==> src/rfr_pkg.sv <==
// rfr_pkg: shared types, constants and build-time coefficient functions
// for the rational fir resampler. No dependencies.
`default_nettype none

package rfr_pkg;

  localparam int SAMPLE_W      = 16;
  localparam int TAP_COUNT_DEF = 63;
  localparam int COEF_BITS_DEF = 18;
  localparam int CFG_ADDR_W    = 3;
  localparam int CFG_DATA_W    = 32;

  // register index, taken from the word address
  localparam logic REG_RATE_MODE = 1'b0;

  // saturation limits of the output sample
  localparam int SAT_POS = 32767;
  localparam int SAT_NEG = 32768;

  typedef enum logic [2:0] {
    ST_IDLE,
    ST_TICK,
    ST_ISSUE,
    ST_DRAIN,
    ST_PUSH
  } rfr_state_t;

  typedef struct packed {
    logic clr;
    logic tap_vld;
  } mac_ctrl_t;

  // filter design constants (Q30 fixed point)
  localparam longint FixOne    = 64'sd1073741824;
  localparam longint PiFix     = 64'sd3373259426;
  localparam longint HalfPiFix = 64'sd1686629713;
  localparam longint CutNum    = 64'sd7;
  localparam longint CutDen    = 64'sd48;

  // sine of a Q32 fraction of a turn, Q30 result, Taylor series
  function automatic longint sine_of_turn(input logic [31:0] f);
    logic [1:0] quad;
    longint r;
    longint a;
    longint term;
    longint s;
    longint Den;
    int n;
    quad = f[31:30];
    r = longint'(f[29:0]);
    if (quad[0]) begin
      r = FixOne - r;
    end
    a = (r * HalfPiFix) / FixOne;
    term = a;
    s = a;
    for (n = 1; n <= 12; n++) begin
      Den = longint'((2 * n) * (2 * n + 1));
      term = ((term * a) / FixOne) * a / FixOne;
      term = -term / Den;
      s = s + term;
    end
    return quad[1] ? -s : s;
  endfunction

  // (Num mod Den) / Den as a Q32 fraction of a turn
  function automatic logic [31:0] turn_of(input longint Num, input longint Den);
    longint q;
    q = ((Num % Den) <<< 32) / Den;
    return 32'(q);
  endfunction

  // windowed sinc tap before normalisation
  function automatic longint tap_raw(input int Taps, input int Idx);
    longint Span;
    longint mid;
    longint x;
    longint ax;
    longint s;
    longint Div;
    longint sinc;
    longint c1;
    longint c2;
    longint w;
    logic [31:0] f1;
    logic [31:0] f2;
    Span = longint'(Taps - 1);
    mid = longint'((Taps - 1) / 2);
    x = longint'(Idx) - mid;
    ax = (x < 0) ? -x : x;
    if (ax == 0) begin
      sinc = (2 * CutNum * FixOne) / CutDen;
    end else begin
      s = sine_of_turn(turn_of(CutNum * ax, CutDen));
      Div = PiFix * ax;
      sinc = (s * FixOne) / Div;
    end
    f1 = turn_of(longint'(Idx), Span) + 32'h4000_0000;
    f2 = turn_of(2 * longint'(Idx), Span) + 32'h4000_0000;
    c1 = sine_of_turn(f1);
    c2 = sine_of_turn(f2);
    w = (42 * FixOne) / 100 - c1 / 2 + (8 * c2) / 100;
    return (sinc * w) / FixOne;
  endfunction

  // normalising divisor, forced to one when not positive
  function automatic longint coef_sum(input int Taps);
    longint sum;
    int j;
    sum = 0;
    for (j = 0; j < Taps; j++) begin
      sum = sum + tap_raw(Taps, j);
    end
    return (sum <= 0) ? 64'sd1 : sum;
  endfunction

  // final tap: scaled by the up factor, rounded half away, saturated
  function automatic longint coef_value(input int Taps, input int Cbits, input int Up,
                                        input int Idx, input longint Sum);
    longint num;
    longint mag;
    longint q;
    longint cmax;
    longint cmin;
    cmax = (64'sd1 <<< (Cbits - 1)) - 1;
    cmin = -(64'sd1 <<< (Cbits - 1));
    num = tap_raw(Taps, Idx) * longint'(Up) * (64'sd1 <<< (Cbits - 1));
    mag = (num < 0) ? -num : num;
    q = (mag + Sum / 2) / Sum;
    if (num < 0) begin
      q = -q;
    end
    if (q > cmax) begin
      q = cmax;
    end
    if (q < cmin) begin
      q = cmin;
    end
    return q;
  endfunction

endpackage

`default_nettype wire

==> src/rfr_ram.sv <==
// rfr_ram: generic single-write, single-read synchronous ram with
// registered read data. No dependencies.
`default_nettype none

module rfr_ram #(
  parameter int WIDTH = 16,
  parameter int DEPTH = 64
) (
  input  wire logic                     clk,
  input  wire logic                     we,
  input  wire logic [$clog2(DEPTH)-1:0] waddr,
  input  wire logic [WIDTH-1:0]         wdata,
  input  wire logic [$clog2(DEPTH)-1:0] raddr,
  output logic      [WIDTH-1:0]         rdata
);

  logic [WIDTH-1:0] mem [DEPTH];

  always_ff @(posedge clk) begin
    if (we) begin
      mem[waddr] <= wdata;
    end
    rdata <= mem[raddr];
  end

endmodule

`default_nettype wire

==> src/rfr_mac.sv <==
// rfr_mac: tap multiplier, accumulator and output rounding/saturation.
// Depends on rfr_pkg.
`default_nettype none

module rfr_mac #(
  parameter int TAP_COUNT = rfr_pkg::TAP_COUNT_DEF,
  parameter int COEF_BITS = rfr_pkg::COEF_BITS_DEF
) (
  input  wire logic                                  clk,
  input  wire logic                                  rst_n,
  input  wire rfr_pkg::mac_ctrl_t                    mctl,
  input  wire logic signed [rfr_pkg::SAMPLE_W-1:0]   samp,
  input  wire logic signed [COEF_BITS-1:0]           coef,
  output logic signed      [rfr_pkg::SAMPLE_W-1:0]   result
);
  import rfr_pkg::*;

  localparam int ProdW = SAMPLE_W + COEF_BITS;
  localparam int AccW  = ProdW + $clog2(TAP_COUNT);
  localparam int Frac  = COEF_BITS - 1;
  localparam logic [AccW:0] HalfLsb = (AccW + 1)'(1) << (Frac - 1);
  localparam logic [AccW:0] SatPos  = (AccW + 1)'(SAT_POS);
  localparam logic [AccW:0] SatNeg  = (AccW + 1)'(SAT_NEG);

  logic signed [ProdW-1:0] prod_nxt;
  logic signed [ProdW-1:0] prod_r;
  logic                    prod_vld_r;
  logic signed [AccW-1:0]  acc_r;
  logic [AccW-1:0]         mag;
  logic [AccW:0]           rnd;
  logic                    neg;

  assign prod_nxt = ProdW'(samp) * ProdW'(coef);

  always_ff @(posedge clk) begin
    if (!rst_n) begin
      prod_vld_r <= 1'b0;
    end else begin
      prod_vld_r <= mctl.tap_vld;
    end
  end

  always_ff @(posedge clk) begin
    prod_r <= prod_nxt;
    if (mctl.clr) begin
      acc_r <= '0;
    end else if (prod_vld_r) begin
      acc_r <= acc_r + AccW'(prod_r);
    end
  end

  // round half away from zero on the magnitude, then restore the sign
  always_comb begin
    neg = acc_r[AccW-1];
    mag = neg ? $unsigned(~acc_r + 1'b1) : $unsigned(acc_r);
    rnd = ({1'b0, mag} + HalfLsb) >> Frac;
    if (!neg) begin
      result = (rnd > SatPos) ? SAMPLE_W'(SAT_POS) : rnd[SAMPLE_W-1:0];
    end else begin
      result = (rnd > SatNeg) ? SAMPLE_W'(SAT_NEG) : (~rnd[SAMPLE_W-1:0] + 1'b1);
    end
  end

endmodule

`default_nettype wire

==> src/rfr_ctrl.sv <==
// rfr_ctrl: tick sequencer, sample history ram with valid bits, tap
// address generation. Depends on rfr_pkg and rfr_ram.
`default_nettype none

module rfr_ctrl #(
  parameter int TAP_COUNT = rfr_pkg::TAP_COUNT_DEF
) (
  input  wire logic                                 clk,
  input  wire logic                                 rst_n,
  input  wire logic                                 mode,
  input  wire logic                                 clear,
  input  wire logic                                 in_valid,
  input  wire logic signed [rfr_pkg::SAMPLE_W-1:0]  in_data,
  output logic                                      in_ready,
  input  wire logic                                 out_free,
  output logic                                      res_load,
  output logic                                      res_last,
  output logic [$clog2(2*TAP_COUNT)-1:0]            coef_idx,
  output logic signed [rfr_pkg::SAMPLE_W-1:0]       samp,
  output rfr_pkg::mac_ctrl_t                        mctl
);
  import rfr_pkg::*;

  localparam int PtrW  = $clog2(TAP_COUNT);
  localparam int CidxW = $clog2(2 * TAP_COUNT);
  localparam logic [PtrW-1:0] LastPtr = PtrW'(TAP_COUNT - 1);

  rfr_state_t state_r, state_nxt;
  logic [PtrW-1:0]            wp_r, wp_nxt;
  logic [PtrW-1:0]            rd_ptr_r, rd_ptr_nxt;
  logic [PtrW-1:0]            issue_r, issue_nxt;
  logic [1:0]                 phase_r, phase_nxt;
  logic [1:0]                 tick_r, tick_nxt;
  logic                       drain_r, drain_nxt;
  logic                       last_r, last_nxt;
  logic signed [SAMPLE_W-1:0] sample_r, sample_nxt;
  logic [TAP_COUNT-1:0]       vld_r, vld_nxt;
  logic                       hit_vld_r;
  logic                       tap_vld_r;
  logic                       clr;
  logic                       ram_we;
  logic [SAMPLE_W-1:0]        ram_wdata;
  logic [SAMPLE_W-1:0]        ram_rdata;
  logic [1:0]                 up_m1;
  logic [1:0]                 down_m1;
  logic [2:0]                 ticks_left;

  // mode 1: up 3 down 2, mode 0: up 2 down 3
  assign up_m1      = mode ? 2'd2 : 2'd1;
  assign down_m1    = mode ? 2'd1 : 2'd2;
  assign ticks_left = {1'b0, up_m1} - {1'b0, tick_r};

  rfr_ram #(
    .WIDTH (SAMPLE_W),
    .DEPTH (TAP_COUNT)
  ) u_hist (
    .clk   (clk),
    .we    (ram_we),
    .waddr (wp_r),
    .wdata (ram_wdata),
    .raddr (rd_ptr_r),
    .rdata (ram_rdata)
  );

  assign ram_wdata = (tick_r == 2'd0) ? sample_r : '0;
  // entries never written since the last clear read as zero
  assign samp      = hit_vld_r ? ram_rdata : '0;
  assign coef_idx  = mode ? (CidxW'(TAP_COUNT) + CidxW'(issue_r)) : CidxW'(issue_r);
  assign res_last  = last_r;
  assign mctl.clr     = clr;
  assign mctl.tap_vld = tap_vld_r;

  always_ff @(posedge clk) begin
    if (!rst_n) begin
      state_r   <= ST_IDLE;
      wp_r      <= '0;
      rd_ptr_r  <= '0;
      issue_r   <= '0;
      phase_r   <= '0;
      tick_r    <= '0;
      drain_r   <= 1'b0;
      last_r    <= 1'b0;
      vld_r     <= '0;
      hit_vld_r <= 1'b0;
      tap_vld_r <= 1'b0;
    end else begin
      state_r   <= state_nxt;
      wp_r      <= wp_nxt;
      rd_ptr_r  <= rd_ptr_nxt;
      issue_r   <= issue_nxt;
      phase_r   <= phase_nxt;
      tick_r    <= tick_nxt;
      drain_r   <= drain_nxt;
      last_r    <= last_nxt;
      vld_r     <= vld_nxt;
      hit_vld_r <= vld_r[rd_ptr_r];
      tap_vld_r <= (state_r == ST_ISSUE);
    end
  end

  always_ff @(posedge clk) begin
    sample_r <= sample_nxt;
  end

  always_comb begin
    state_nxt  = state_r;
    wp_nxt     = wp_r;
    rd_ptr_nxt = rd_ptr_r;
    issue_nxt  = issue_r;
    phase_nxt  = phase_r;
    tick_nxt   = tick_r;
    drain_nxt  = drain_r;
    last_nxt   = last_r;
    sample_nxt = sample_r;
    vld_nxt    = vld_r;
    in_ready   = 1'b0;
    ram_we     = 1'b0;
    res_load   = 1'b0;
    clr        = 1'b0;
    unique case (state_r)
      ST_IDLE: begin
        in_ready = 1'b1;
        if (in_valid) begin
          sample_nxt = in_data;
          tick_nxt   = 2'd0;
          state_nxt  = ST_TICK;
        end
      end
      ST_TICK: begin
        ram_we        = 1'b1;
        vld_nxt[wp_r] = 1'b1;
        wp_nxt        = (wp_r == LastPtr) ? '0 : wp_r + 1'b1;
        if (phase_r == down_m1) begin
          phase_nxt  = 2'd0;
          rd_ptr_nxt = wp_r;
          issue_nxt  = '0;
          clr        = 1'b1;
          // another result follows only if a full down period of ticks remains
          last_nxt   = ({1'b0, ticks_left} < {2'b0, down_m1} + 3'd1);
          state_nxt  = ST_ISSUE;
        end else begin
          phase_nxt = phase_r + 2'd1;
          if (tick_r == up_m1) begin
            state_nxt = ST_IDLE;
          end else begin
            tick_nxt = tick_r + 2'd1;
          end
        end
      end
      ST_ISSUE: begin
        rd_ptr_nxt = (rd_ptr_r == '0) ? LastPtr : rd_ptr_r - 1'b1;
        issue_nxt  = issue_r + 1'b1;
        if (issue_r == LastPtr) begin
          drain_nxt = 1'b0;
          state_nxt = ST_DRAIN;
        end
      end
      ST_DRAIN: begin
        drain_nxt = 1'b1;
        if (drain_r) begin
          state_nxt = ST_PUSH;
        end
      end
      ST_PUSH: begin
        if (out_free) begin
          res_load = 1'b1;
          if (tick_r == up_m1) begin
            state_nxt = ST_IDLE;
          end else begin
            tick_nxt  = tick_r + 2'd1;
            state_nxt = ST_TICK;
          end
        end
      end
      default: begin
        state_nxt = ST_IDLE;
      end
    endcase
    if (clear) begin
      wp_nxt    = '0;
      phase_nxt = 2'd0;
      vld_nxt   = '0;
    end
  end

endmodule

`default_nettype wire

==> src/rational_fir_resampler.sv <==
// rational_fir_resampler: top level, mode register, coefficient rom and
// output register. Depends on rfr_pkg, rfr_ctrl, rfr_mac, rfr_ram.
//
// channel  dir  handshake             payload
// in_      in   tvalid / tready       tdata[15:0] sample_in
// out_     out  tvalid / tready       tdata[15:0] sample_out, tlast = last
// cfg_     in   psel/penable/pwrite   paddr 0: rate_mode in pwdata[0]
//
// an input is zero-stuffed into up ticks written to the history ram; a tick that
// ends a down period starts a result (one or two per input in mode 1, at most one
// in mode 0), read one tap per cycle through the ram's single read port.
// reset and a rate_mode write clear the history valid bits at once, no sweep.
// a finished result waits in the sequencer while the output register is held.
`default_nettype none

module rational_fir_resampler #(
  parameter int TAP_COUNT = rfr_pkg::TAP_COUNT_DEF,
  parameter int COEF_BITS = rfr_pkg::COEF_BITS_DEF
) (
  input  wire logic                               clk,
  input  wire logic                               rst_n,
  input  wire logic                               in_tvalid,
  output logic                                    in_tready,
  input  wire logic [rfr_pkg::SAMPLE_W-1:0]       in_tdata,   // [15:0] sample_in
  output logic                                    out_tvalid,
  input  wire logic                               out_tready,
  output logic [rfr_pkg::SAMPLE_W-1:0]            out_tdata,  // [15:0] sample_out
  output logic                                    out_tlast,
  input  wire logic                               cfg_psel,
  input  wire logic                               cfg_penable,
  input  wire logic                               cfg_pwrite,
  input  wire logic [rfr_pkg::CFG_ADDR_W-1:0]     cfg_paddr,
  input  wire logic [rfr_pkg::CFG_DATA_W-1:0]     cfg_pwdata,
  output logic [rfr_pkg::CFG_DATA_W-1:0]          cfg_prdata,
  output logic                                    cfg_pready
);
  import rfr_pkg::*;

  localparam int     CidxW  = $clog2(2 * TAP_COUNT);
  localparam longint TapSum = coef_sum(TAP_COUNT);

  logic                        mode_r;
  logic                        cfg_wr;
  logic                        reg_idx;
  logic                        res_load;
  logic                        res_last;
  logic                        out_free;
  logic [CidxW-1:0]            coef_idx;
  logic signed [COEF_BITS-1:0] coef_r;
  logic signed [COEF_BITS-1:0] coef_rom [2*TAP_COUNT];
  logic signed [SAMPLE_W-1:0]  samp;
  logic signed [SAMPLE_W-1:0]  result;
  mac_ctrl_t                   mctl;
  logic                        out_tvalid_r;
  logic [SAMPLE_W-1:0]         out_data_r;
  logic                        out_last_r;

  // configuration port
  assign reg_idx    = cfg_paddr[2];
  assign cfg_pready = 1'b1;
  assign cfg_wr     = cfg_psel & cfg_penable & cfg_pwrite & (reg_idx == REG_RATE_MODE);
  assign cfg_prdata = (reg_idx == REG_RATE_MODE) ? {{(CFG_DATA_W-1){1'b0}}, mode_r} : '0;

  always_ff @(posedge clk) begin
    if (!rst_n) begin
      mode_r <= 1'b0;
    end else if (cfg_wr) begin
      mode_r <= cfg_pwdata[0];
    end
  end

  // coefficient rom: first half for up 2, second half for up 3
  for (genvar g = 0; g < 2 * TAP_COUNT; g++) begin : g_rom
    localparam int Up = (g >= TAP_COUNT) ? 3 : 2;
    localparam logic signed [COEF_BITS-1:0] Val =
      COEF_BITS'(coef_value(TAP_COUNT, COEF_BITS, Up, g % TAP_COUNT, TapSum));
    assign coef_rom[g] = Val;
  end

  always_ff @(posedge clk) begin
    coef_r <= coef_rom[coef_idx];
  end

  rfr_ctrl #(
    .TAP_COUNT (TAP_COUNT)
  ) u_ctrl (
    .clk      (clk),
    .rst_n    (rst_n),
    .mode     (mode_r),
    .clear    (cfg_wr),
    .in_valid (in_tvalid),
    .in_data  (in_tdata),
    .in_ready (in_tready),
    .out_free (out_free),
    .res_load (res_load),
    .res_last (res_last),
    .coef_idx (coef_idx),
    .samp     (samp),
    .mctl     (mctl)
  );

  rfr_mac #(
    .TAP_COUNT (TAP_COUNT),
    .COEF_BITS (COEF_BITS)
  ) u_mac (
    .clk    (clk),
    .rst_n  (rst_n),
    .mctl   (mctl),
    .samp   (samp),
    .coef   (coef_r),
    .result (result)
  );

  // output register
  assign out_free = !out_tvalid_r || out_tready;

  always_ff @(posedge clk) begin
    if (!rst_n) begin
      out_tvalid_r <= 1'b0;
    end else if (res_load) begin
      out_tvalid_r <= 1'b1;
    end else if (out_tready) begin
      out_tvalid_r <= 1'b0;
    end
  end

  always_ff @(posedge clk) begin
    if (res_load) begin
      out_data_r <= result;
      out_last_r <= res_last;
    end
  end

  assign out_tvalid = out_tvalid_r;
  assign out_tdata  = out_data_r;
  assign out_tlast  = out_last_r;

  a_load_free: assert property (@(posedge clk) disable iff (!rst_n)
    res_load |-> (!out_tvalid_r || out_tready))
    else $error("result loaded over a held transfer");

  a_idle_quiet: assert property (@(posedge clk) disable iff (!rst_n)
    in_tready |-> !mctl.tap_vld)
    else $error("input taken while taps are in flight");

  a_tick_first: assert property (@(posedge clk) disable iff (!rst_n)
    (in_tvalid && in_tready) |=> !res_load)
    else $error("result produced before the history write");

  a_valid_src: assert property (@(posedge clk) disable iff (!rst_n)
    $rose(out_tvalid_r) |-> $past(res_load))
    else $error("output valid without a result load");

endmodule

`default_nettype wire
==> config.mk <==
export PLATFORM = sky130hd
export DESIGN_NAME = rational_fir_resampler
export DESIGN_NICKNAME = d
export VERILOG_FILES = /design/src/rfr_pkg.sv /design/src/rfr_ram.sv /design/src/rfr_mac.sv /design/src/rfr_ctrl.sv /design/src/rational_fir_resampler.sv
export SDC_FILE = /design/constraint.sdc
export NUM_CORES = 2
export LEC_CHECK = 0
export BUFFER_PORTS_ARGS = -buffer_cell sky130_fd_sc_hd__buf_2
export CELL_PAD_IN_SITES_DETAIL_PLACEMENT = 1
export CELL_PAD_IN_SITES_GLOBAL_PLACEMENT = 1
export CORE_UTILIZATION = 40
export DETAILED_ROUTE_END_ITERATION = 8
export HOLD_SLACK_MARGIN = 0.03
export PLACE_DENSITY = 0.71
export SLEW_MARGIN = 20
export SYNTH_ARGS = -nofsm -noshare
export SYNTH_HDL_FRONTEND = slang
export SYNTH_SLANG_ARGS = --single-unit
==> constraint.sdc <==
create_clock -name clk -period 11.9 [get_ports clk]
set_input_delay 1.19 -clock clk [delete_from_list [all_inputs] [get_ports clk]]
set_output_delay 1.19 -clock clk [all_outputs]
set_load 0.02 [all_outputs]
### After elaboration in Yosys (flattened, before gate mapping)

Memory sizes are Yosys's and may differ from the RTL's. A register that Yosys moved wholly into a read port is not among the register bits.
Cells that the tools add are included.

* register bits after elaboration: 202
* latch bits: 0
* memory bits (writable): 1008
* memory bits (read-only): 2304
* output and inout port bits: 52
* logic and storage cells: 127
* memories: 2

Memories
* (no name shown): words 128, width 18, read ports 1, clocked after Yosys merged registers in 1, write ports 0, RTL line rational_fir_resampler.sv:81 `coef_r <= coef_rom[coef_idx];`
* u_ctrl.u_hist.mem: words 63, width 16, read ports 1, clocked after Yosys merged registers in 1, write ports 1, RTL line rfr_ram.sv:17 `logic [WIDTH-1:0] mem [DEPTH];`

* add/subtract/negate cells: 12
* $mul: 1
* div/mod/pow operators: 0
* magnitude comparators: 6
* equal/unequal tests: 15
* shift-type cells: 0
* muxes and demuxes: 46
* bitwise gates (word level): 9
* reductions and logical operators: 17

Operator list (count)
* two-way mux 16 bit: 5
* bitwise OR 63 bit: 1
* adder 40 x 17 -> 41 bit (second input constant): 1
* adder 40 x 1 -> 40 bit (second input constant): 1
* adder 40 x 34 -> 40 bit: 1
* two-way mux 40 bit: 1
* inverter 40 bit: 1
* multiplier 16 x 18 -> 34 bit: 1
* greater-than comparator 24 x 15 -> 1 bit (second input constant): 1
* greater-than comparator 24 x 16 -> 1 bit (second input constant): 1
* two-way mux 6 bit: 4
* case mux 6 bit (2 select lines): 2
* two-way mux 3 bit: 6
* adder 16 x 1 -> 16 bit (second input constant): 1
* inverter 16 bit: 1
* two-way mux 1 bit: 15
* case mux 3 bit (5 select lines): 1
* less-than comparator 6 x 7 -> 1 bit (second input constant): 2
* two-way mux 2 bit: 7
* adder 6 x 1 -> 6 bit (second input constant): 2
* == test 6 bit (second input constant): 2
* inequality test 2 bit (second input constant): 4
* inverter 7 -> 8 bit: 1
* AND reduction 2 bit: 4
* 31 further kinds: 40

### Depth between registers and ports, before layout

* depth after elaboration: 8
* mapped depth: 28

### Modules after synthesis

From an unflattened synthesis, not the netlist that was laid out.

* cells, all modules: 4885
* area, all modules: 65477.8 µm²

By module, submodules not included
* rfr_ram: instances 1, cells an instance 1810, area each 39186.3 µm²
* rfr_mac: instances 1, cells an instance 1983, area each 17017.6 µm²
* rfr_ctrl: instances 1, cells an instance 546, area each 5042.3 µm²
* rational_fir_resampler: instances 1, cells an instance 546, area each 4231.6 µm²

### Worst setup path after synthesis

Ideal clock, no wire load.

* kind: register to register
* from: register u_ctrl.hit_vld_r
* to: register u_mac.prod_r[31]
* setup time: 0.072 ns
* arrival: 7.029 ns
* slack: 4.799 ns
* stages on the path, launching flop included: 28
* buffers on the path: 3
* period minus slack after synthesis: 7.101 ns
* path through: dfxtp_1 clkbuf_1 and2_1 clkbuf_1 clkbuf_1 nand2_1 fa_1 inv_1 fa_1 inv_1 fa_1 inv_1 fa_1 fa_1 inv_1 fa_1 inv_1 ha_1 a21oi_1 o21bai_1 a2111oi_0 o22ai_1 a221o_1 a211oi_1 o21ai_0 a21o_1 a21oi_1 xnor2_1

* longest elaborated chain between the ends: 2

Ends and longest elaborated chain
* start: declaration: RTL line rfr_ctrl.sv:38 `logic hit_vld_r;`
* start signal: assignment: RTL line rfr_ctrl.sv:96 `hit_vld_r <= vld_r[rd_ptr_r];`
* two-way mux 16 bit: RTL line rfr_ctrl.sv:67 `assign samp = hit_vld_r ? ram_rdata : '0;`
* multiplier 16 x 18 -> 34 bit: RTL line rfr_mac.sv:33 `assign prod_nxt = ProdW'(samp) * ProdW'(coef);`
* named net u_mac.prod_nxt[31]: RTL line rfr_mac.sv:25 `logic signed [ProdW-1:0] prod_nxt;`
* end signal: assignment: RTL line rfr_mac.sv:44 `prod_r <= prod_nxt;`
* end: declaration: RTL line rfr_mac.sv:26 `logic signed [ProdW-1:0] prod_r;`

The timed path passes the listed nets, and every way through them passes these cells.
A chain may end at the register's enable or synchronous reset.

### Final worst setup path

Same ends and word-level chain as after synthesis.

==> impl_metrics.ini <==
[status]
outcome = finished clean

[synth]
ys_seq_elements = 1244
synth-seq-area-share_pct = 55.0
synth_area_per_cell_um2 = 13.8
asyncSetResetFlopFracSynth_pct = 0
synthesis.area_um2 = 64200
yosysUniqueCellTypes = 85
synth_flop_cell = edfxtp_1
yosys_warnings = 0
postSynthCellCount = 4643
synth_enable_flop_cells = 1041

[floorplanning]
pin_count = 110
core-area_um2 = 159000
die_h_um = 403
floorplan.die_area_um2 = 162000
start_util_pct = 40.4
die_x_um = 403
rows = 146

[sta]
timing.max_slew.rel_slack_pct = 23.2
skew_ns = 0.0423
final_report_hold_violation_count = 0
finalSetupTns_ns = 0
max_freq_mhz = 113
layout_worst_path_cycle_share_pct = 74.2
setup_violations_final = 0
worstMarginPinSlew_ns = 1.15
minimum_period_implied_by_the_final_worst_setup_slack_ns = 8.83
report.final.slew_viol_count = 0
rsz0062_at_grt = false

[placement]
detailedPlacementHpwl_mm = 110
place_congestion = 0.875
buffer_ports.inserted = 44

[critical_path]
cp_slowest_stage_delay_ns = 0.76
cp_common_cell = fa_1
slowest_stage = a2111oi_0
critical_path_data_arrival_time_ns = 9.52
cp-end-kind = register
cp.required_ns = 12.58
setup.worst_path.class = register to register
path_max_fanout = 89
critPathLaunchType = register
reg2reg_depth = 25

[final_layout]
synthToLayoutAreaGrowth_pct = 10.9
layout_commonest_cell = edfxtp_1
most-common-layout-cells = edfxtp_1, inv_1, nand2_1, mux4_2, fa_1
layout-drive-gt1-share_pct = 15.9
nNetsFinal = 5147
final.fill_count = 15866

[power_and_ir_drop]
worst_ir_drop_vdd_v = 0.000153
p_leak_nw = 25.4
power_per_cell_area_nw_per_um2 = 139
total_power_mw = 9.89

[clock_tree]
worstSkewPairLatency_ns = 0.78
clk_pin_slew_ns = 0.06
cts.htree.levels = 4
cts_hold_repair.buffers = 0
cts.sinks = 1244
cts-resized-gates = 0
clock_tree_from_tritoncts = built
ctsRootBufferMaster = clkbuf_16
buffer_depth_of_the_longest_clock_path = 3
postCtsSetupBuffers = 0
cts-buffers-inserted = 130

[detailed_routing]
per_cell_via_count_in_the_routed_design = 5.72
totalWireLength_mm = 172
dr_total_vias = 39001
initialDrtViolationCount = 3042
drt_first_pass_iters = 5
drc = 0
final_antenna_net_count = 0
drt-wirelength-per-cell_um = 25.3

[global_route]
antenna_found_initial = 4
grt_max_degree = 132
grt_pass1_wl_mm = 260
grt_usage_pct = 21.3
number_of_global_route_vias_before_repair = 41352
grt.overflow.total = 0

[job]
drv.max_cap_violation_count = 0

[min_path]
hold_class = register to register
worst_hold_path.num_cells = 0
final timing paths:
| check | startpoint | end | slack [ns] |
|---|---|---|---|
| worst min register to register | u_ctrl.res_last | out_tlast | 0.44 |
| worst max-delay path | u_ctrl.hit_vld_r | u_mac.prod_r[31] | 3.07 |
| worst min-delay path | u_ctrl.res_last | out_tlast | 0.44 |
| worst max register to register | u_ctrl.hit_vld_r | u_mac.prod_r[31] | 3.07 |
final cells by class:
cell class	count	area, um2	share of cell area, %
diodes	1	2.50	0.00352
clock buffers	186	3620	5.08
clock inverters	52	612	0.860
inverters	383	1440	2.02
multi-input cells	2742	26600	37.3
flip-flops and latches	1244	35300	49.6
well taps	2072	2590	3.64
repair buffers	142	1010	1.42
cells in the mapped netlist (12+ instances only):
cell type,instances,area (um2)
edfxtp_1,1041,31300
inv_1,382,1430
nand2_1,317,1190
mux4_2,297,6690
fa_1,292,5850
nor2_1,262,983
clkbuf_1,216,811
dfxtp_1,203,4060
a21oi_1,173,866
o21ai_0,156,781
ha_1,154,1930
and3_1,144,901
mux2i_1,91,911
xnor2_1,84,736
o21a_1,77,578
nand3_1,74,370
buf_1,50,188
nor3_1,50,250
and2_1,40,250
xor2_1,39,342
a31oi_1,38,238
buf_4,33,248
nand2b_1,29,181
a211oi_1,27,203
nor2b_1,27,169
o22ai_1,27,169
a21o_1,22,165
o211ai_1,21,158
o221ai_1,19,166
a221oi_1,16,140
a311oi_1,16,140
nor4_1,15,93.8
or2_2,14,87.6
o21bai_1,13,97.6
a21boi_0,12,90.1
a22oi_1,12,90.1
critical path, delay by kind of cell, from the launching register on:
kind            cells  cell delay (ns)
fa+ha+maj           7             3.37
compound gates      9             2.79
buf+inv             6             0.90
simple gates        2             0.84
flops               1             0.71
xor+xnor            1             0.13
metal layers:
metal / share of wire (%) / global-route usage, %
met1: 41 / 27.2
met2: 50 / 36.7
met3: 5.7 / 3.37
met4: 3.2 / 7.54
met5: 0 / 0
through the flow:
stage / area, um2 / worst slack (ns) / util, % / hold WS [ns] / std cells
floorplan: 64300 / 4.80 / - / 0.408 / 4673
global placement: 66900 / 3.20 / 42.1 / 0.419 / 6582
detailed placement: 66900 / 3.03 / 42.1 / 0.437 / 6583
finish: 71200 / 3.07 / 44.8 / 0.441 / 6822
CTS: 71100 / 3.01 / 44.8 / 0.443 / 6821
global route: 71200 / 2.48 / 44.8 / 0.473 / 6821
where the power goes:
part	total [mW]	internal (mW)	switching, mW
clock	4.04	2.30	1.74
combinational	0.890	0.289	0.601
sequential	4.96	4.86	0.103
kinds of logic after synthesis:
family                   Yosys count  share of synthesized area [%]
AO/OA/AOI/OAI                    708                           7.15
XOR/XNOR                         123                           1.68
adder cells (fa/ha/maj)          446                           12.1
buffers and inverters            687                           4.23
flip-flops                      1244                           55.0
multiplexers                     399                           12.0
other                              2                         0.0117
AND/OR/NAND/NOR                 1034                           7.74
state kept, by name, summed over array words and instances (netlist names):
signal and flops:
u_ctrl.u_hist.mem 1008, u_ctrl.rd_ptr_r 6, u_ctrl.wp_r 6, u_ctrl.res_last 1, out_tvalid 1, u_ctrl.tick_r 2
u_mac.prod_r 34, u_mac.acc_r 40, u_ctrl.u_hist.rdata 16, u_ctrl.issue_r 6, u_ctrl.tap_vld_r 1, u_ctrl.drain_r 1
mode_r 1, coef_r 18, u_ctrl.vld_r 63, out_tlast 1, u_ctrl.sample_r 16, out_tdata 16
u_mac.prod_vld_r 1, u_ctrl.phase_r 2, u_ctrl.hit_vld_r 1, u_ctrl.state_r 3
Note: power is estimated with default switching activity, not from simulation.
